===== src/rtl/core/tpv_pkg.sv =====
package tpv_pkg;

    localparam int NS_MAX_BYTES = 32;
    localparam int ID_MAX_LEN   = 64;
    localparam int NS_WORDS     = 4;
    localparam int KIND_REG_LEN = 12;
    localparam int KIND_TEL_LEN = 9;

    localparam int CFG_IDX_W  = 3;
    localparam int CFG_DATA_W = 64;

    typedef enum logic [CFG_IDX_W-1:0] {
        REG_NS_LENGTH = 3'd0,
        REG_NS_LO     = 3'd1,
        REG_NS_MID_LO = 3'd2,
        REG_NS_MID_HI = 3'd3,
        REG_NS_HI     = 3'd4
    } cfg_reg_t;

    typedef enum logic [1:0] {
        ST_OK     = 2'd0,
        ST_FORMAT = 2'd1,
        ST_ID     = 2'd2,
        ST_KIND   = 2'd3
    } status_t;

    typedef enum logic {
        KIND_REGISTRATION = 1'b0,
        KIND_TELEMETRY    = 1'b1
    } msg_kind_t;

    typedef struct packed {
        logic [1:0] slash_count;
        logic [5:0] prefix_position;
        logic       prefix_matches;
        logic [6:0] id_count;
        logic       id_chars_ok;
        logic [3:0] kind_position;
        logic [1:0] kind_flags;
    } topic_state_t;

    localparam topic_state_t TOPIC_RESET = '{
        slash_count:     2'd0,
        prefix_position: 6'd0,
        prefix_matches:  1'b1,
        id_count:        7'd0,
        id_chars_ok:     1'b1,
        kind_position:   4'd0,
        kind_flags:      2'b11
    };

    typedef struct packed {
        logic [6:0] id_length;
        logic [5:0] id_offset;
        msg_kind_t  message_kind;
        status_t    status;
    } result_t;

    function automatic logic id_char_ok(input logic [7:0] c);
        return (c >= 8'h30 && c <= 8'h39) || (c >= 8'h41 && c <= 8'h5A) ||
               (c >= 8'h61 && c <= 8'h7A) || c == 8'h2E || c == 8'h5F ||
               c == 8'h3A || c == 8'h2D;
    endfunction

    // "registration"; positions past the end give 0, callers check length
    function automatic logic [7:0] kind_reg_char(input logic [3:0] pos);
        logic [7:0] ch;
        unique case (pos)
            4'd0:    ch = 8'h72;
            4'd1:    ch = 8'h65;
            4'd2:    ch = 8'h67;
            4'd3:    ch = 8'h69;
            4'd4:    ch = 8'h73;
            4'd5:    ch = 8'h74;
            4'd6:    ch = 8'h72;
            4'd7:    ch = 8'h61;
            4'd8:    ch = 8'h74;
            4'd9:    ch = 8'h69;
            4'd10:   ch = 8'h6F;
            4'd11:   ch = 8'h6E;
            default: ch = 8'h00;
        endcase
        return ch;
    endfunction

    // "telemetry"
    function automatic logic [7:0] kind_tel_char(input logic [3:0] pos);
        logic [7:0] ch;
        unique case (pos)
            4'd0:    ch = 8'h74;
            4'd1:    ch = 8'h65;
            4'd2:    ch = 8'h6C;
            4'd3:    ch = 8'h65;
            4'd4:    ch = 8'h6D;
            4'd5:    ch = 8'h65;
            4'd6:    ch = 8'h74;
            4'd7:    ch = 8'h72;
            4'd8:    ch = 8'h79;
            default: ch = 8'h00;
        endcase
        return ch;
    endfunction

endpackage


===== src/rtl/core/tpv_cfg_regs.sv =====
module tpv_cfg_regs (
    input  logic                            clk,
    input  logic                            rst_n,
    input  logic                            cfg_we,
    input  logic [tpv_pkg::CFG_IDX_W-1:0]   cfg_index,
    input  logic [tpv_pkg::CFG_DATA_W-1:0]  cfg_data,
    input  logic [5:0]                      ns_pos,
    output logic [5:0]                      ns_length,
    output logic [7:0]                      ns_byte
);

    logic [5:0]                       ns_length_reg;
    logic [tpv_pkg::CFG_DATA_W-1:0]   ns_word_reg [tpv_pkg::NS_WORDS];
    logic [tpv_pkg::CFG_DATA_W-1:0]   sel_word;

    always_ff @(posedge clk or negedge rst_n)
    begin
        if (!rst_n)
        begin
            ns_length_reg <= 6'd0;
            for (int i = 0; i < tpv_pkg::NS_WORDS; i++)
            begin
                ns_word_reg[i] <= '0;
            end
        end
        else if (cfg_we)
        begin
            unique case (cfg_index)
                tpv_pkg::REG_NS_LENGTH: ns_length_reg  <= cfg_data[5:0];
                tpv_pkg::REG_NS_LO:     ns_word_reg[0] <= cfg_data;
                tpv_pkg::REG_NS_MID_LO: ns_word_reg[1] <= cfg_data;
                tpv_pkg::REG_NS_MID_HI: ns_word_reg[2] <= cfg_data;
                tpv_pkg::REG_NS_HI:     ns_word_reg[3] <= cfg_data;
                default: ;
            endcase
        end
    end

    // bytes past the stored 32 read as zero
    always_comb
    begin
        sel_word = ns_word_reg[ns_pos[4:3]];
        ns_byte  = ns_pos[5] ? 8'h00 : sel_word[{ns_pos[2:0], 3'b000} +: 8];
    end

    assign ns_length = ns_length_reg;

endmodule


===== src/rtl/core/tpv_step.sv =====
module tpv_step (
    input  tpv_pkg::topic_state_t  state,
    input  logic [7:0]             topic_char,
    input  logic                   is_last,
    input  logic [5:0]             ns_length,
    input  logic [7:0]             ns_byte,
    output tpv_pkg::topic_state_t  state_next,
    output tpv_pkg::result_t       result
);

    tpv_pkg::topic_state_t upd;

    always_comb
    begin
        upd = state;
        if (topic_char == 8'h2F)
        begin
            if (state.slash_count == 2'd0 && state.prefix_position != ns_length)
            begin
                upd.prefix_matches = 1'b0;
            end
            if (state.slash_count != 2'd3)
            begin
                upd.slash_count = state.slash_count + 2'd1;
            end
        end
        else
        begin
            unique case (state.slash_count)
                2'd0:
                begin
                    if (state.prefix_position >= ns_length || ns_byte != topic_char)
                    begin
                        upd.prefix_matches = 1'b0;
                    end
                    if (state.prefix_position != 6'd63)
                    begin
                        upd.prefix_position = state.prefix_position + 6'd1;
                    end
                end
                2'd1:
                begin
                    if (!tpv_pkg::id_char_ok(topic_char))
                    begin
                        upd.id_chars_ok = 1'b0;
                    end
                    if (state.id_count < 7'(tpv_pkg::ID_MAX_LEN + 1))
                    begin
                        upd.id_count = state.id_count + 7'd1;
                    end
                end
                2'd2:
                begin
                    if (state.kind_position >= 4'(tpv_pkg::KIND_REG_LEN) ||
                        tpv_pkg::kind_reg_char(state.kind_position) != topic_char)
                    begin
                        upd.kind_flags[0] = 1'b0;
                    end
                    if (state.kind_position >= 4'(tpv_pkg::KIND_TEL_LEN) ||
                        tpv_pkg::kind_tel_char(state.kind_position) != topic_char)
                    begin
                        upd.kind_flags[1] = 1'b0;
                    end
                    if (state.kind_position != 4'd15)
                    begin
                        upd.kind_position = state.kind_position + 4'd1;
                    end
                end
                default: ;
            endcase
        end

        result.status       = tpv_pkg::ST_OK;
        result.message_kind = tpv_pkg::KIND_REGISTRATION;
        result.id_offset    = 6'd0;
        result.id_length    = 7'd0;
        if (upd.slash_count != 2'd2 || !upd.prefix_matches ||
            {1'b0, ns_length} > 7'(tpv_pkg::NS_MAX_BYTES))
        begin
            result.status = tpv_pkg::ST_FORMAT;
        end
        else
        begin
            result.id_offset = upd.prefix_position + 6'd1;
            result.id_length = upd.id_count;
            priority if (upd.id_count == 7'd0 ||
                         upd.id_count > 7'(tpv_pkg::ID_MAX_LEN) || !upd.id_chars_ok)
            begin
                result.status = tpv_pkg::ST_ID;
            end
            else if (upd.kind_flags[0] &&
                     upd.kind_position == 4'(tpv_pkg::KIND_REG_LEN))
            begin
                result.status = tpv_pkg::ST_OK;
            end
            else if (upd.kind_flags[1] &&
                     upd.kind_position == 4'(tpv_pkg::KIND_TEL_LEN))
            begin
                result.status       = tpv_pkg::ST_OK;
                result.message_kind = tpv_pkg::KIND_TELEMETRY;
            end
            else
            begin
                result.status = tpv_pkg::ST_KIND;
            end
        end

        state_next = is_last ? tpv_pkg::TOPIC_RESET : upd;
    end

endmodule


===== src/rtl/core/topic_path_validator.sv =====
// channel | dir | beat fields (low bit first)
// s_*     | in  | tdata[7:0] topic_char, tlast is_last
// m_*     | out | tdata[1:0] status, [2] message_kind, [8:3] id_offset, [15:9] id_length
// cfg_*   | in  | cfg_index register number, cfg_data value (namespace_length in [5:0])
// One byte per cycle while s_tready is high. A byte is held in the input register,
// then the step logic updates the topic state and, on a last beat, loads the result
// register and sets the output valid register behind m_tvalid along with it.
// Reset clears state and config at once; no clearing pass.
// A result held by m_tready low stalls both stages and drops s_tready.
module topic_path_validator (
    input  logic                            clk,
    input  logic                            rst_n,
    input  logic                            cfg_we,
    input  logic [tpv_pkg::CFG_IDX_W-1:0]   cfg_index,
    input  logic [tpv_pkg::CFG_DATA_W-1:0]  cfg_data,
    input  logic                            s_tvalid,
    output logic                            s_tready,
    input  logic [7:0]                      s_tdata,   // [7:0] topic_char
    input  logic                            s_tlast,
    output logic                            m_tvalid,
    input  logic                            m_tready,
    output logic [15:0]                     m_tdata    // status, message_kind, id_offset, id_length
);

    logic                   advance;
    logic                   in_valid_reg;
    logic [7:0]             in_char_reg;
    logic                   in_last_reg;
    tpv_pkg::topic_state_t  state_reg;
    tpv_pkg::topic_state_t  state_next;
    tpv_pkg::result_t       result_next;
    tpv_pkg::result_t       result_reg;
    logic                   out_valid_reg;
    logic [5:0]             ns_length;
    logic [7:0]             ns_byte;

    assign advance  = !out_valid_reg || m_tready;
    assign s_tready = advance;

    tpv_cfg_regs u_cfg (
        .clk       (clk),
        .rst_n     (rst_n),
        .cfg_we    (cfg_we),
        .cfg_index (cfg_index),
        .cfg_data  (cfg_data),
        .ns_pos    (state_reg.prefix_position),
        .ns_length (ns_length),
        .ns_byte   (ns_byte)
    );

    tpv_step u_step (
        .state      (state_reg),
        .topic_char (in_char_reg),
        .is_last    (in_last_reg),
        .ns_length  (ns_length),
        .ns_byte    (ns_byte),
        .state_next (state_next),
        .result     (result_next)
    );

    always_ff @(posedge clk or negedge rst_n)
    begin
        if (!rst_n)
        begin
            in_valid_reg  <= 1'b0;
            state_reg     <= tpv_pkg::TOPIC_RESET;
            out_valid_reg <= 1'b0;
        end
        else if (advance)
        begin
            in_valid_reg  <= s_tvalid;
            out_valid_reg <= in_valid_reg && in_last_reg;
            if (in_valid_reg)
            begin
                state_reg <= state_next;
            end
        end
    end

    always_ff @(posedge clk)
    begin
        if (advance)
        begin
            in_char_reg <= s_tdata;
            in_last_reg <= s_tlast;
            if (in_valid_reg && in_last_reg)
            begin
                result_reg <= result_next;
            end
        end
    end

    assign m_tvalid = out_valid_reg;
    assign m_tdata  = {result_reg.id_length, result_reg.id_offset,
                       result_reg.message_kind, result_reg.status};

    a_state_cleared: assert property (@(posedge clk) disable iff (!rst_n)
        advance && in_valid_reg && in_last_reg |=> state_reg == tpv_pkg::TOPIC_RESET)
        else $error("topic state not cleared after last beat");

    a_ok_id_range: assert property (@(posedge clk) disable iff (!rst_n)
        out_valid_reg && result_reg.status == tpv_pkg::ST_OK |->
            result_reg.id_length != 7'd0 &&
            result_reg.id_length <= 7'(tpv_pkg::ID_MAX_LEN))
        else $error("accepted topic with bad id length");

    a_format_zero: assert property (@(posedge clk) disable iff (!rst_n)
        out_valid_reg && result_reg.status == tpv_pkg::ST_FORMAT |->
            result_reg.id_offset == 6'd0 && result_reg.id_length == 7'd0)
        else $error("format error with id fields set");

    a_kind_only_ok: assert property (@(posedge clk) disable iff (!rst_n)
        out_valid_reg && result_reg.message_kind == tpv_pkg::KIND_TELEMETRY |->
            result_reg.status == tpv_pkg::ST_OK)
        else $error("telemetry kind on failed topic");

endmodule


===== config.mk =====
export PLATFORM = sky130hd
export DESIGN_NAME = topic_path_validator
export DESIGN_NICKNAME = d
export VERILOG_FILES = /design/src/rtl/core/tpv_pkg.sv /design/src/rtl/core/tpv_cfg_regs.sv /design/src/rtl/core/tpv_step.sv /design/src/rtl/core/topic_path_validator.sv
export SDC_FILE = /design/constraint.sdc
export NUM_CORES = 1
export LEC_CHECK = 0
export BUFFER_PORTS_ARGS = -buffer_cell sky130_fd_sc_hd__clkbuf_2
export CAP_MARGIN = 20
export CORE_MARGIN = 1
export CORE_UTILIZATION = 55
export DETAILED_ROUTE_END_ITERATION = 16
export PLACE_DENSITY = 0.86
export SLEW_MARGIN = 20
export SYNTH_ARGS = -nofsm -noshare
export SYNTH_HDL_FRONTEND = slang
export SYNTH_SLANG_ARGS = --single-unit

===== constraint.sdc =====
create_clock -name clk -period 3 [get_ports clk]
set_input_delay 0.45 -clock clk [delete_from_list [all_inputs] [get_ports clk]]
set_output_delay 0.45 -clock clk [all_outputs]
set_load 0.01 [all_outputs]

# Yosys cells after proc, flatten, opt, wreduce, memory -nomap -nowiden
# Memory sizes are Yosys's and may differ from the RTL's.
# Cells that the tools add are included.
# op_classes
addsub	5
mul	0
div_mod_pow	0
order_cmp	13
eq_ne	21
shift	1
n_mux	29
bitwise	1
n_reduce_logical	35
# op_table
cell	n
$bmux W64 S2	1
$mux W64	2
$shiftx A64 B7 Y8	1
$mux W8	6
$eq A8 B6 Y1 const B	4
$ne A8 B8 Y1	3
$mux W23	1
$mux W6	3
$ge A8 B7 Y1 const B	2
$le A8 B7 Y1 const B	2
$logic_or A1 B1 Y1	14
$mux W14	1
$mux W7	2
$reduce_and A2 Y1	7
$add A6 B1 Y6 const B	2
$mux W2	5
$eq A4 B4 Y1 const B	2
$eq A8 B7 Y1 const B	1
$ge A4 B4 Y1 const B	2
$ge A8 B6 Y1 const B	1
$le A8 B6 Y1 const B	1
$add A7 B1 Y7 const B	1
$gt A7 B7 Y1 const B	1
$logic_and A1 B1 Y1	7
other kinds (23)	33
# totals
ff_bits	312
latch_bits	0
ram_bits	0
romBits	224
output_inout_bits	18
n_memories	2
# mem_list
name	depth	word_bits	read_ports	rd_clocked_by_memory_dff	wr	line	rtl
(no name shown)	16	7	1	0	0	tpv_pkg.sv:68	unique case (pos)
(no name shown)	16	7	1	0	0	tpv_pkg.sv:89	unique case (pos)

# Longest topological paths before layout
# logic_depth
depth_word	16
depth_mapped	11
ltp_nobuf	10

# Modules after synthesis
# From an unflattened synthesis, not the netlist that was laid out.
# hier_totals
cells_unflattened	1048
hier_area_um2	15577.4
# by_module_without_submodules
mod	n_inst	cells_per_inst	area_each_um2	seq_area_each_um2
tpv_cfg_regs	1	719	12061.6	6556.3
topic_path_validator	1	81	1805.5	1381.3
tpv_step	1	248	1710.4	0.0

# Least setup slack after synthesis
# OpenSTA, ideal clock, no wires.
# synth_path
kind	register to register
start	register state_reg[2] (netlist name)
end	register result_reg, in the netlist m_tdata[1], data pin
setup_ns	0.266
arrival_ns	2.490
required_time_ns	2.734
slack_ns	0.244
stages_incl_launch_ff	11
path_buffers	0
synth_period_minus_slack_ns	2.756
cell_sequence	dfrtp_1 > inv_1 > ha_1 > or3b_2 > a21o_1 > a2111oi_0 > nand4_1 > a31oi_1 > nand3_1 > a21oi_1 > a31oi_1
# synth_via
elab_chain_cells	12
# synth_lines
item	line	rtl
start: declaration	topic_path_validator.sv:29	tpv_pkg::topic_state_t state_reg;
start signal: assignment	topic_path_validator.sv:66	state_reg <= tpv_pkg::TOPIC_RESET;
start signal: assignment	topic_path_validator.sv:75	state_reg <= state_next;
$mem_v2 Z16 W7	n/a	
$mux W8	tpv_step.sv:29	unique case (state.slash_count)
$mux W8	tpv_step.sv:16	if (topic_char == 8'h2F)
$ne A8 B8 Y1	tpv_step.sv:60	tpv_pkg::kind_tel_char(state.kind_position) != topic_char)
$logic_or A1 B1 Y1	tpv_step.sv:59	if (state.kind_position >= 4'(tpv_pkg::KIND_TEL_LEN) ||
$mux W1	tpv_step.sv:59	
$mux W6	tpv_step.sv:29	
$mux W14 (*)	tpv_step.sv:16	
$logic_and A1 B1 Y1	tpv_step.sv:96	else if (upd.kind_flags[1] &&
$mux W2	tpv_step.sv:96	
$mux W2 (*)	tpv_step.sv:91	else if (upd.kind_flags[0] &&
$mux W2 (*)	tpv_step.sv:86	priority if (upd.id_count == 7'd0 ||
end signal: assignment	topic_path_validator.sv:88	result_reg <= result_next;
end: declaration	topic_path_validator.sv:32	tpv_pkg::result_t result_reg;
# Every way passes the cells marked *; elsewhere a longest branch is shown, timed or not. The select of a mux whose other input is x is not followed.
# A chain may end at the register's enable or synchronous reset.

# Worst setup path in the final report
# layout_path
start	register state_reg[18] (netlist name)
end	register state_reg[14] (netlist name)
# layout_via
elab_chain_cells	12
# layout_lines
item	line	rtl
$not A2 Y3 (not written as such)	tpv_cfg_regs.sv:42	sel_word = ns_word_reg[ns_pos[4:3]];
$bmux W64 S2	tpv_cfg_regs.sv:42	
$mux W64 (not written as such) (2 in series)	tpv_cfg_regs.sv:42	
$shiftx A64 B7 Y8	tpv_cfg_regs.sv:43	ns_byte = ns_pos[5] ? 8'h00 : sel_word[{ns_pos[2:0], 3'b000} +: 8];
$mux W8	tpv_cfg_regs.sv:43	
$ne A8 B8 Y1	tpv_step.sv:32	if (state.prefix_position >= ns_length || ns_byte != topic_char)
$logic_or A1 B1 Y1	tpv_step.sv:32	
$mux W1	tpv_step.sv:32	
$mux W7	tpv_step.sv:29	
$mux W1 (*)	tpv_step.sv:16	
$mux W23 (*)	tpv_step.sv:108	state_next = is_last ? tpv_pkg::TOPIC_RESET : upd;
# Marked as above.

==> results.yml <==
die:
  ios: 99
  die-area_um2: 28100
  fp.dieW_um: 168
  row_count: 60
  start_util: 0.561
  core_area_um2: 27000
  die_h_um: 168
setup_path:
  rrSetupSlack_ps: 130
  crit_family: "simple AND/OR/NAND/NOR gates"
  cp.arrival_ps: 3290
  cp-start-kind: "register"
  r2r-start: "state_reg[18]$_DFFE_PN0P_"
  end_kind: "register"
  r2r_cells: 8
  worstPathMaxFanout: 14
  worstPathRequired_ps: 3430
  r2r-end: "state_reg[14]$_DFFE_PN1P_"
  cp.buffers_inverters: 0
  worst_path_max_delay_cell: "dfrtp_4"
  worstSetupPathType: "register to register"
  cpPeakStageDelay_ps: 630
  crit_chain: "mux4_2, and3_1, nor4_1, a22o_1, nor3_1, a211oi_1, nand3_1, o31ai_1"
detailed_routing:
  dr_total_vias: 10500
  routed_wl_um: 37500
  drc: 0
  antenna_left: 0
  first_pass_iters: 5
  vias_per_cell: 6.38
  wire_per_inst_um: 22.8
  first_iter_violations: 941
synthesis:
  ys.flop_type: "dfrtp_1"
  synth_top_cell_area_share: 0.469
  synth_area_leaders: "dfrtp_1, mux2_2, mux4_2"
  async_flop_share: 0.920
  syn_inst: 1144
  synthDistinctLibCells: 71
  synth_area_um2: 15100
  ys_ff_latch: 312
  ys_seq_area_frac: 0.525
  synth_fp_nets: 1241
  synth_area_per_cell_um2: 13.2
  synth-edff-count: 25
  yosysTopAreaCell: "dfrtp_1"
  yosysWarnings: 0
pwr:
  p_leak_nw: 7.27
  pwr-share-seq: 0.442
  clock_power_share: 0.322
  ir_worst_vdd_uv: 621
  internal_power_mw: 8.98
  finalPower_mw: 12.7
  swShare: 0.292
  p_switching_mw: 3.71
  p_comb_frac: 0.236
  pwr_density_cell_nw_per_um2: 721
sta:
  max-slew-margin-rel: 0.491
  hold_viol_final: 0
  timing.final.crit_share: 0.955
  setup_viol_count_final: 0
  worst_slew_pin_slew_ps: 763
  timing.final.crit_period_ps: 2870
  fin_worst_skew_ps: 14.7
  rsz0062_at_grt: "no"
  finalSetupTns_ps: 0
  finalWorstSetupSlack_ps: 135
  maxSlewViolCount: 0
  fmax_mhz: 349
  holdWs_ps: 111
global_routing:
  gr-total-overflow: 0
  antenna_found_initial: 2
  grt_max_degree: 90
  gr-usage-all-layers: 0.272
  grt_pass1_vias: 11000
  grt_pass1_wl_um: 59800
layout:
  layout_common_cells: "dfrtp_1, mux2_2, clkbuf_2"
  multi_input_area_um2: 6850
  final_area_um2: 17600
  largest_reg_flops: 256
  fill_cells: 1852
  area_growth_pct: 16.4
  ff_latch_area_um2: 7950
  final_common_cell: "dfrtp_1"
  drive_above_1_share: 0.428
  stdcell_count: 1640
  fin_nets: 1373
  fin_util: 0.653
clock_tree:
  clk-insertion-delay-late_ps: 530
  cts_buffers: 35
  root_buffer: "clkbuf_16"
  path_clk_slew_ps: 60
  cts_max_level: 2
  cts_tree: "built"
  cts_sinks: 312
  clockBufferDepth: 3
outcome:
  outcome: "finished clean"
placed_design:
  io_buffers: 98
  placed_cells: 1576
  dp_hpwl_um: 24900
  dpl-instance-area_um2: 16400
  gp_congestion: 0.906
  dp_slack_ps: 80.5
hold_path:
  holdPathStages: 1
  worstHoldPathType: "primary input to register"
  min_to: "in_char_reg[4]$_DFFE_PN_"
  hp-start: "s_tdata[4]"
job:
  maxCapViolCount: 0
## worst max-delay path by stage
stage / from / endpoint / slack (ps) / cells past startpoint
after floorplan: state_reg[2]$_DFFE_PN0P_ / m_tdata[1]$_SDFFCE_PP0P_ / 240 / 10
after global placement: state_reg[12]$_DFFE_PN0P_ / m_tdata[2]$_SDFFCE_PP0P_ / 180 / 8
after detailed placement: state_reg[12]$_DFFE_PN0P_ / m_tdata[2]$_SDFFCE_PP0P_ / 80 / 8
after CTS: state_reg[12]$_DFFE_PN0P_ / m_tdata[2]$_SDFFCE_PP0P_ / 50 / 8
after global routing: state_reg[19]$_DFFE_PN0P_ / state_reg[14]$_DFFE_PN1P_ / 20 / 10
final: state_reg[18]$_DFFE_PN0P_ / state_reg[14]$_DFFE_PN1P_ / 130 / 8
## power groups by stage
stage          combinational (mW)  clock (mW)  sequential (mW)
6_report                     3.00        4.08             5.61
5_1_grt                      3.21        4.30             5.69
4_1_cts                      2.95        4.13             5.59
3_5_place_dp                 2.90           0             5.65
3_3_place_gp                 2.77           0             5.57
2_1_floorplan                1.98           0             5.47
## per-layer routing
layer  part of all wire  GRT usage
met5            0.00035          0
met4              0.046      0.130
met3              0.066     0.0551
met2               0.49      0.449
met1               0.40      0.345
## cells in the mapped netlist, types with 6 or more instances
library cell / n
clkbuf_1: 53
a31oi_1: 6
o22ai_1: 14
dfrtp_1: 283
a2111oi_0: 6
mux2i_1: 44
nor4_1: 6
o221ai_1: 8
nor3_1: 11
xor2_1: 11
nor2b_1: 15
nand2_1: 51
ha_1: 16
nand2b_1: 12
edfxtp_1: 25
nand3_1: 20
mux2_2: 271
a211oi_1: 9
mux4_2: 40
o21ai_0: 35
xnor2_1: 9
buf_2: 12
a21oi_1: 32
nor2_1: 41
inv_1: 23
## cells by family after synthesis
logic type	after synthesis	share of synthesized area
AOI/OAI and AO/OA	158	0.0699
xor gates and xnor gates	20	0.0116
muxes	355	0.291
and+or+nand+nor	189	0.0644
DFF	312	0.525
buffers and inverters	94	0.0248
adders and majority gates	16	0.0132
## cell type report
type	count	share of cell area
tap	341	0.0243
sequential	312	0.452
clock inverter	11	0.00519
inverter	24	0.00512
clock buffer	48	0.0572
timing repair buffer	165	0.0664
antenna	1	0.000142
multi-input combinational	738	0.390
## repair_timing
item / 4_1_cts / 5_1_grt
gates resized for setup: 0 / 10
setup endpoints to repair: 0 / 4
endpoints found under the hold margin: 66 / 0
setup buffers: 0 / 3
hold buffers: 1 / 0
Power figures use the tool's default switching activity.
